File: config.mk
export PLATFORM = sky130hd
export DESIGN_NAME = bbce_ctrl
export DESIGN_NICKNAME = d
export VERILOG_FILES = /design/src/sv/bbce_pkg.sv /design/src/sv/bbce_ctrl.sv
export SDC_FILE = /design/constraint.sdc
export NUM_CORES = 1
export LEC_CHECK = 0
export ABC_AREA = 0
export ABC_CLOCK_PERIOD_IN_PS = 3330
export BUFFER_PORTS_ARGS = -buffer_cell sky130_fd_sc_hd__buf_2
export CORE_AREA = 2 2 39 41
export DETAILED_ROUTE_END_ITERATION = 6
export DIE_AREA = 0 0 41 43
export SYNTH_ARGS = -nofsm -noshare
export SYNTH_HDL_FRONTEND = slang
export SYNTH_SLANG_ARGS = --single-unit
export TNS_END_PERCENT = 5
File: constraint.sdc
create_clock -name clk_i -period 3.33 [get_ports clk_i]
set_input_delay 0.4995 -clock clk_i [delete_from_list [all_inputs] [get_ports clk_i]]
set_output_delay 0.4995 -clock clk_i [all_outputs]
set_load 0.01 [all_outputs]
File: src/sv/bbce_pkg.sv
// ----------------------------------------------------------------------------
// bbce_pkg
// Shared constants, widths and controller/datapath interface types for the
// box blur frame store.
// ----------------------------------------------------------------------------
package bbce_pkg;

  localparam int MAX_WIDTH    = 256;
  localparam int MAX_HEIGHT   = 256;
  localparam int MAX_RADIUS   = 8;
  localparam int CHANNEL_BITS = 16;

  localparam int NUM_CHAN  = 3;
  localparam int X_W       = $clog2(MAX_WIDTH);
  localparam int Y_W       = $clog2(MAX_HEIGHT);
  localparam int ADDR_W    = X_W + Y_W;
  localparam int DEPTH     = 1 << ADDR_W;
  localparam int PIX_W     = NUM_CHAN * CHANNEL_BITS;
  localparam int COORD_W   = ((X_W > Y_W) ? X_W : Y_W) + 2;
  localparam int R_W       = $clog2(MAX_RADIUS + 1);
  localparam int OFF_W     = $clog2(2 * MAX_RADIUS);
  localparam int SUM_W     = CHANNEL_BITS + $clog2(4 * MAX_RADIUS * MAX_RADIUS + 1);
  localparam int DVS_W     = $clog2(MAX_RADIUS * MAX_RADIUS + 1);
  localparam int DCNT_W    = $clog2(SUM_W);

  // Fixed widths of the register file and the item fields
  localparam int SIZE_W    = 9;
  localparam int RREG_W    = 4;
  localparam int COORD_IN_W = 8;
  localparam int CHAN_IN_W = 16;
  localparam int OUT_W     = 16;
  localparam int APB_AW    = 4;
  localparam int APB_DW    = 32;

  // Register indexes
  localparam logic [1:0] REG_WIDTH  = 2'd0;
  localparam logic [1:0] REG_HEIGHT = 2'd1;
  localparam logic [1:0] REG_RADIUS = 2'd2;

  localparam logic [SIZE_W-1:0] RST_WIDTH  = SIZE_W'(256);
  localparam logic [SIZE_W-1:0] RST_HEIGHT = SIZE_W'(256);
  localparam logic [RREG_W-1:0] RST_RADIUS = RREG_W'(1);

  typedef struct packed {
    logic [SIZE_W-1:0] width;
    logic [SIZE_W-1:0] height;
    logic [RREG_W-1:0] radius;
  } cfg_t;

  typedef struct packed {
    logic write;
    logic load;
    logic walk;
    logic div_init;
    logic div_step;
    logic out_load;
  } cmd_t;

  typedef struct packed {
    logic walk_last;
    logic div_last;
    logic out_free;
  } status_t;

endpackage

File: src/sv/bbce_ctrl.sv
// ----------------------------------------------------------------------------
// bbce_ctrl
// Sequencer: window walk, drain, divide setup, divide steps, result hand-off.
// ----------------------------------------------------------------------------
module bbce_ctrl
  import bbce_pkg::*;
(
  input  logic    clk_i,
  input  logic    rst_ni,
  input  logic    in_valid_i,
  input  logic    func_i,
  output logic    in_stall_o,
  input  status_t status_i,
  output cmd_t    cmd_o
);

  localparam logic [2:0] S_IDLE  = 3'd0;
  localparam logic [2:0] S_WALK  = 3'd1;
  localparam logic [2:0] S_DRAIN = 3'd2;
  localparam logic [2:0] S_PREP  = 3'd3;
  localparam logic [2:0] S_DIV   = 3'd4;
  localparam logic [2:0] S_OUT   = 3'd5;

  logic [2:0] state_q, state_d;
  logic       accept;

  assign in_stall_o = (state_q != S_IDLE);
  assign accept     = in_valid_i && (state_q == S_IDLE);

  always_comb begin
    state_d = state_q;
    cmd_o   = '0;
    unique case (state_q)
      S_IDLE: begin
        if (accept) begin
          if (func_i) begin
            cmd_o.load = 1'b1;
            state_d    = S_WALK;
          end else begin
            cmd_o.write = 1'b1;
          end
        end
      end
      S_WALK: begin
        cmd_o.walk = 1'b1;
        if (status_i.walk_last) begin
          state_d = S_DRAIN;
        end
      end
      S_DRAIN: begin
        state_d = S_PREP;
      end
      S_PREP: begin
        cmd_o.div_init = 1'b1;
        state_d        = S_DIV;
      end
      S_DIV: begin
        cmd_o.div_step = 1'b1;
        if (status_i.div_last) begin
          state_d = S_OUT;
        end
      end
      S_OUT: begin
        if (status_i.out_free) begin
          cmd_o.out_load = 1'b1;
          state_d        = S_IDLE;
        end
      end
      default: begin
        state_d = S_IDLE;
      end
    endcase
  end

  always_ff @(posedge clk_i or negedge rst_ni) begin
    if (!rst_ni) begin
      state_q <= S_IDLE;
    end else begin
      state_q <= state_d;
    end
  end

endmodule

==> out/results.txt, run 1 <==
Ports: 14
Number of synthesized flops with an enable pin: 0
Drt total wl: 516 um
Initial core utilization: 16.9%
Most frequent cells after synthesis: a21oi_1, and3_1, dfrtp_1, nor2_1
RD Place Congestion: 0.727
Endpoints failing setup: 0
Worst EP required: 2830 ps
First-pass GRT wire length: 634 um
Setup TNS Final: 0 ps
Worst vdd ir: 0.325 mV
Vias in the first global route: 169
Startpoint types: flop
H-tree levels: 1
CP max-delay cell: dfrtp_1
Tot Pwr: 305 uW
Full die area: 0.00176 mm2
Clock buffer depth: 2
CP Buf/Inv Count: 1
Core box area: 0.00138 mm2
CTS Hold Bufs: 0
Mapped Area: 234 um2
Top reg by flops: state_q
Syn Inst Count: 29
Critical Path AT: 1250 ps
Crit path kind: flop to output port
Ant diodes: 0
Grt ovf: 0
Gr usage total: 6.34%
CTS tree: yes
Detailed Routing Iterations Pass 1: 4
Die X: 41 um
RSZ-0062 raised after global routing: false
Initial antenna violation count: 0
Cell family with most CP delay: flip-flops
Post-cts sizing count: 0
Post-Syn Nets: 36
Biggest regs: state_q: 3 flops
Clock skew: 4.64 ps
Number of port buffers: 13
Top_reg_cell synth: dfrtp_1
Worst hold path type: input pin to asynchronous set/reset pin
Leakage Power: 0.000190 uW
Area contributors post-synth: dfrtp_1, a21oi_1, and3_1
Outcome: complete, no violations
Wire length per cell: 8.60 um
Power per cell area: 926 mW/mm2
Min Tclk post-route: 1750 ps
Yosys top cell area share: 32.1%
Post-route ant nets: 0
Clk_lat worst skew: 230 ps
Slew Viols, Final: 0
Yosys warnings: 0
Worst slew pin tran: 276 ps
DRC: 0
Max Cap Viol: 0
Max incr delay on CP: 460 ps
Vias/cell: 3.88
Count leader, synth: a21oi_1
Tcrit/Tclk final: 52.5%
Clock root buffer: clkbuf_4
Async SR Flop Fraction: 100%
Avg Inst Size Synth: 8.07 um2
CP Max Fanout: 10
Clock sinks: 3
Max reg flops: 3
Detailed router's first-iteration violation count: 6
Largest net degree at the start of global routing: 11
Max Fclk: 573 MHz
Num CTS Buffers: 3
Row count: 14
Routed vias: 233
Clk pin slew, worst setup/hold paths: 40 ps
Die height: 43 um
Fillers: 156
Netlist cell types: 16
Share of cells above drive strength 1: 43.2%
Seq cells post-synth: 3
CP Cell Sequence: nor3_2 -> and3_1 -> buf_2
Net count, final: 52
Post-CTS Setup Inserts: 0
CP endpoint kind: output port
Rel. slew slack: 81.6%
Area growth syn-to-layout: 40.6%
Cell taking the most area after synthesis: dfrtp_1
Final Hold Fails: 0
Sequential fraction of the synthesis area: 32.1%
## routing by layer
metal	track usage [%]	routed length, um	up-vias
met3	4.71	63	0
met1	6.15	220	97
met5	0	0	-
met2	6.25	232	10
met4	10.0	0	0
li1	-	-	126
## stage by stage
stage,hold WS (ps),area [um2],setup WS (ps),cells,util (%)
after CTS,44.1,329,1570,60,23.8
after detailed placement,298,303,1820,56,21.9
after floorplan,204,234,1910,29,-
final,53.2,329,1580,60,23.8
after global placement,296,303,1830,56,21.9
after global routing,48.9,329,1500,60,23.8
## layout by cell type (no fill, tap or decap)
cell type / instances
a21o_1: 1
clkbuf_4: 3
buf_2: 13
o31ai_2: 1
clkbuf_1: 1
nand2_1: 2
nor2_1: 3
nand2b_1: 2
nor2b_1: 2
and3_1: 3
nor3b_1: 1
or3_1: 1
a21oi_1: 4
nor3_2: 1
inv_1: 2
dfrtp_1: 3
and2b_2: 1
## final timing paths
kind | from | endpoint | slack, ps | cells past startpoint
worst max-delay path | state_q[2] | cmd_o[4] | 1580 | 3
worst min-delay path | rst_ni | state_q[1] | 50 | 1
worst max register to register | state_q[0] | state_q[0] | 2210 | 3
worst min register to register | state_q[2] | state_q[1] | 600 | 1
max in group asynchronous | rst_ni | state_q[2] | 3160 | 1
min in group clk_i | status_i[2] | state_q[1] | 530 | 3
## area by class of cell
type / instances / area (um2) / area share (%)
Tap cell: 16 / 20.0 / 6.08
Multi-Input combinational cell: 22 / 135 / 41.1
Inverter: 2 / 7.51 / 2.28
Clock buffer: 4 / 26.3 / 7.98
Sequential cell: 3 / 75.1 / 22.8
Timing Repair Buffer: 13 / 65.1 / 19.8
## cells by family (layout without fill, tap and decap cells)
kind of cell    count (synthesis)  count (layout)  synth area share (%)
buf+inv                         4              19                  10.2
flops                           3               3                  32.1
compound gates                  6               6                  17.1
simple gates                   16              16                  40.6
## power by group
| part | total (uW) | internal (uW) | switching (uW) |
|---|---|---|---|
| Combinational | 144 | 76.3 | 67.6 |
| Sequential | 96.3 | 54.9 | 41.4 |
| Clock | 64.6 | 45.0 | 19.6 |
| Total | 305 | 176 | 129 |
No activity file was read; power rests on OpenSTA's default activity.
==> run 2: changes to the inputs <==
--- a/config.mk
+++ b/config.mk
@@ -6,7 +6,7 @@
 export NUM_CORES = 1
 export LEC_CHECK = 0
 export ABC_AREA = 0
-export ABC_CLOCK_PERIOD_IN_PS = 3330
+export ABC_CLOCK_PERIOD_IN_PS = 1400
 export BUFFER_PORTS_ARGS = -buffer_cell sky130_fd_sc_hd__buf_2
 export CORE_AREA = 2 2 39 41
 export DETAILED_ROUTE_END_ITERATION = 6
==> constraint.sdc (replaced) <==
create_clock -name clk_i -period 1.4 [get_ports clk_i]
set_input_delay 0.21 -clock clk_i [delete_from_list [all_inputs] [get_ports clk_i]]
set_output_delay 0.21 -clock clk_i [all_outputs]
set_load 0.01 [all_outputs]
==> run 2 against run 1 <==
Against the previous run:
- die area stayed put
- highest routed layer unchanged
- routed wire length up 8.1%
- register-to-register slack got worse by 2000 ps
- worst hold slack improved by 190 ps
- largest cell class unchanged
- via count increased by 5.6%
==> out/results.txt, run 2 (synthesized netlist as in run 1, its figures left out) <==
Slew Viols, Final: 0
Worst hold path type: input pin to flop
Min Tclk post-route: 1380 ps
Area growth syn-to-layout: 55.6%
First-pass GRT wire length: 717 um
DP Worst Slack: 183 ps
CP Max Fanout: 8
Sw Share: 41.0%
Sw power: 331 uW
Clock share of power: 19.0%
Num CTS Buffers: 3
Power per cell area: 2220 mW/mm2
Routed vias: 246
Area of the multi-input gates: 141 um2
Largest net degree at the start of global routing: 9
CP max-delay cell: dfrtp_2
Most frequent cells in the layout: buf_2, a21oi_1
Tcrit/Tclk final: 98.4%
Biggest regs: state_q: 3 flops
CTS tree: yes
Gate power share: 53.2%
Net count, final: 55
Detailed router's first-iteration violation count: 5
Rel. slew slack: 88.4%
Max reg flops: 3
Startpoint types: flop
Share of cells above drive strength 1: 51.1%
Max Fclk: 726 MHz
Grt ovf: 0
Endpoints failing setup: 0
Top reg by flops: state_q
RD Place Congestion: 0.727
Initial antenna violation count: 0
Worst vdd ir: 0.848 mV
Max incr delay on CP: 460 ps
Reg power frac: 27.7%
P_int: 476 uW
Full die area: 0.00176 mm2
Die height: 43 um
Crit path kind: flop to output port
Gr usage total: 6.94%
Outcome: complete, no violations
DRC: 0
Vias in the first global route: 193
Final setup margin: 22.3 ps
Clock skew: 4.62 ps
Detailed Routing Iterations Pass 1: 2
Final cell count without fillers: 63
Core box area: 0.00138 mm2
Max Cap Viol: 0
Placed Instances: 56
Final Hold Fails: 0
Clk_lat worst skew: 230 ps
RSZ-0062 raised after global routing: true
Critical Path AT: 1170 ps
Post-route ant nets: 0
Commonest non-fill, non-tap cell in the layout: buf_2
Vias/cell: 3.90
CP endpoint kind: output port
Fillers: 163
Ports: 14
Worst slew pin tran: 174 ps
Drt total wl: 558 um
Clock buffer depth: 2
Clock sinks: 3
Leakage Power: 0.000202 uW
Row count: 14
Wire length per cell: 8.86 um
Worst EP required: 1190 ps
Die X: 41 um
Sequential Area: 78.8 um2
Initial core utilization: 16.9%
CP Cell Sequence: nor2b_1 -> and3_1 -> buf_2
Ant diodes: 0
Clock root buffer: clkbuf_4
H-tree levels: 1
Clk pin slew, worst setup/hold paths: 40 ps
Number of port buffers: 13
-- run 2: cell count changes in the layout (fill, tap and decap cells not counted) --
cell,before,now
dlygate4sd3_1,0,1
nor3_2,1,0
dfrtp_1,3,0
dfrtp_2,0,3
nor3_4,0,1
buf_4,0,2
-- run 2: power groups by stage --
stage               clock [uW]  sequential, uW  combinational, uW
finish                     154             224                429
global route               169             231                474
CTS                        162             222                435
detailed placement           0             231                346
global placement             0             228                345
floorplan                    0             166                332
-- run 2: layer usage --
| layer | wire length [um] | share of wire, % | up-vias | track usage [%] |
|---|---|---|---|---|
| met4 | 0 | 0 | 0 | 10.0 |
| met5 | 0 | 0 | - | 0 |
| met2 | 257 | 46 | 10 | 7.81 |
| met3 | 63 | 11 | 0 | 4.71 |
| met1 | 236 | 42 | 102 | 6.47 |
| li1 | - | - | 134 | - |
-- run 2: cell type report --
cell class	count	area share [%]
inverter	2	2.06
sequential	3	21.6
clock buffer	4	7.22
timing repair buffer	16	24.7
tap	16	5.50
multi-input combinational	22	38.8
-- run 2: worst paths after layout --
| check | from | endpoint | slack [ps] | cells after the start |
|---|---|---|---|---|
| min in group asynchronous | rst_ni | state_q[1] | 310 | 2 |
| worst min-delay path | status_i[2] | state_q[1] | 240 | 3 |
| max in group asynchronous | rst_ni | state_q[2] | 970 | 2 |
| worst min register to register | state_q[1] | state_q[0] | 580 | 1 |
| worst max register to register | state_q[0] | state_q[0] | 190 | 4 |
| worst max-delay path | state_q[1] | cmd_o[0] | 20 | 3 |
-- run 2: critical path, delay by kind of cell, from the launching register on --
family	cells	cell delay, ps
flops	1	460
simple gates	2	350
buf+inv	1	120
-- run 2: per-stage QoR --
| step | instance area (um2) | hold slack (ps) | power [uW] | TNS (ps) | utilization (%) |
|---|---|---|---|---|---|
| finish | 364 | 240 | 807 | 0 | 26.3 |
| global route | 364 | 259 | 874 | -112 | 26.3 |
| CTS | 364 | 241 | 819 | 0 | 26.3 |
| detailed placement | 303 | 8.85 | 577 | 0 | 21.9 |
| global placement | 303 | 6.88 | 573 | 0 | 21.9 |
| floorplan | 234 | -85.6 | 498 | 0 | - |
-- run 2: repair_timing --
item,CTS,global route
resized for setup,4,0
endpoints found under the setup margin,4,4
buffers inserted,2,0
hold buffers,1,0
pin swaps,0,1
cloned,0,0
hold endpoints to repair,3,0
==> run 3: changes to the inputs <==
--- a/config.mk
+++ b/config.mk
@@ -8,9 +8,12 @@
 export ABC_AREA = 0
 export ABC_CLOCK_PERIOD_IN_PS = 1400
 export BUFFER_PORTS_ARGS = -buffer_cell sky130_fd_sc_hd__buf_2
+export CELL_PAD_IN_SITES_DETAIL_PLACEMENT = 0
+export CELL_PAD_IN_SITES_GLOBAL_PLACEMENT = 1
 export CORE_AREA = 2 2 39 41
 export DETAILED_ROUTE_END_ITERATION = 6
 export DIE_AREA = 0 0 41 43
+export PLACE_DENSITY_LB_ADDON = 0.1
 export SYNTH_ARGS = -nofsm -noshare
 export SYNTH_HDL_FRONTEND = slang
 export SYNTH_SLANG_ARGS = --single-unit
==> run 3 against run 2 <==
Against the previous run:
- non-clock buffer count unchanged
- routed wire length increased by 14%
- critical path type unchanged
- combinational power increased by 4.9%
- largest cell class unchanged
- final cell count unchanged
- count of clock-buffer cells in the layout unchanged
- critical endpoint unchanged
==> out/results.txt, run 3 (synthesized netlist as in run 1, its figures left out) <==
Drt total wl: 638 um
Wire length per cell: 10.1 um
Max Fclk: 726 MHz
Detailed Routing Iterations Pass 1: 4
Ant diodes: 0
Commonest non-fill, non-tap cell in the layout: buf_2
Number of port buffers: 13
CTS tree: yes
CP Buf/Inv Count: 1
Num CTS Buffers: 3
DP Wirelength: 455 um
Critical Path AT: 1170 ps
Tcrit/Tclk final: 98.4%
Clock buffer depth: 2
DRC: 0
Outcome: complete, no violations
Clock root buffer: clkbuf_4
Clock skew: 0.552 ps
Vias/cell: 4.30
Worst EP required: 1190 ps
Final core utilization: 26.9%
Endpoints failing setup: 0
Clock sinks: 3
Slew Viols, Final: 0
Final setup margin: 21.7 ps
Row count: 14
Vias in the first global route: 254
Clk pin slew, worst setup/hold paths: 40 ps
DP Worst Slack: 186 ps
First-pass GRT wire length: 1100 um
Hold_sp: status_i[2]
RSZ-0062 raised after global routing: true
Leakage Power: 0.000204 uW
Core box area: 0.00138 mm2
Worst vdd ir: 0.639 mV
Initial antenna violation count: 0
RD Place Congestion: 0.636
Largest net degree at the start of global routing: 9
RR Startpoint: state_q[0]
Full die area: 0.00176 mm2
Min Tclk post-route: 1380 ps
Area growth syn-to-layout: 58.8%
Die height: 43 um
Die X: 41 um
Grt ovf: 0
Final Hold Fails: 0
Worst hold path type: input pin to flop
H-tree levels: 1
Placed cell areas: 310 um2
CP endpoint kind: output port
Most frequent cells in the layout: buf_2, a21oi_1, and3_1, clkbuf_4, dfrtp_2
Biggest regs: state_q: 3 flops
Net count, final: 55
Cell family with most CP delay: flip-flops
Startpoint types: flop
Post-route ant nets: 0
Crit. Startpoint: state_q[1]
Crit path kind: flop to output port
Max Cap Viol: 0
Gr usage total: 10.2%
Clk_lat worst skew: 230 ps
Fillers: 167
Rel. slew slack: 86.8%
Worst slew pin tran: 197 ps
CP max-delay cell: dfrtp_2
Top reg by flops: state_q
Tot Pwr: 835 uW
Initial core utilization: 16.9%
Share of cells above drive strength 1: 55.3%
CP Max Fanout: 8
Max reg flops: 3
Max incr delay on CP: 470 ps
Power per cell area: 2250 mW/mm2
Design Area, Final: 372 um2
Detailed router's first-iteration violation count: 2
Routed vias: 271
Ports: 14
CP Cell Sequence: nor2b_1 -> and3_1 -> buf_2
Setup TNS Final: 0 ps
## run 3: cell types whose count changed in the layout (fill, tap and decap cells not counted)
cell,delta
nor2_2,+1
nor2_1,-1
nor3b_2,+1
nor3b_1,-1
## run 3: routing by layer
metal	track usage (%)	share of wire [%]	vias to the layer above
met5	0	0	-
met4	12.0	5.6	0
met2	12.8	47	12
li1	-	-	133
met1	11.7	40	122
met3	3.14	6.4	4
## run 3: final timing paths
check | endpoint | slack (ps) | cells after the start
worst min register to register | state_q[1] | 500 | 1
min in group asynchronous | state_q[1] | 310 | 2
max in group asynchronous | state_q[0] | 980 | 2
worst min-delay path | state_q[1] | 250 | 3
worst max-delay path | cmd_o[0] | 20 | 3
worst max register to register | state_q[0] | 190 | 4
## run 3: metrics by stage
| step | instances | hold slack, ps |
|---|---|---|
| 6_report | 63 | 246 |
| 5_1_grt | 63 | 286 |
| 4_1_cts | 63 | 245 |
| 3_5_place_dp | 57 | 5.98 |
| 3_3_place_gp | 57 | 7.00 |
| 2_1_floorplan | 29 | -85.6 |
## run 3: worst register-to-register path: stages, from the launching register on
cell      delay (ps)
dfrtp_2          430
buf_4            170
nand2b_1         130
and3_1           180
o31ai_2          210
## run 3: what timing repair did
action	CTS	global route
resized for setup	3	3
pin swaps	1	1
hold buffers	1	0
setup buffers	1	0
gates cloned	0	0
hold endpoints to repair	3	0
setup endpoints to repair	4	6
## run 3: cell type report
type	instances	area (um2)	share of cell area, %
Tap cell	16	20.0	5.39
Timing Repair Buffer	16	90.1	24.2
Sequential cell	3	78.8	21.2
Multi-Input combinational cell	22	149	40.1
Inverter	2	7.51	2.02
Clock buffer	4	26.3	7.07
## run 3: power breakdown
group | internal, uW | total, uW | switching [uW]
Sequential | 140 | 233 | 92.9
Clock | 107 | 152 | 45.2
Combinational | 235 | 450 | 216
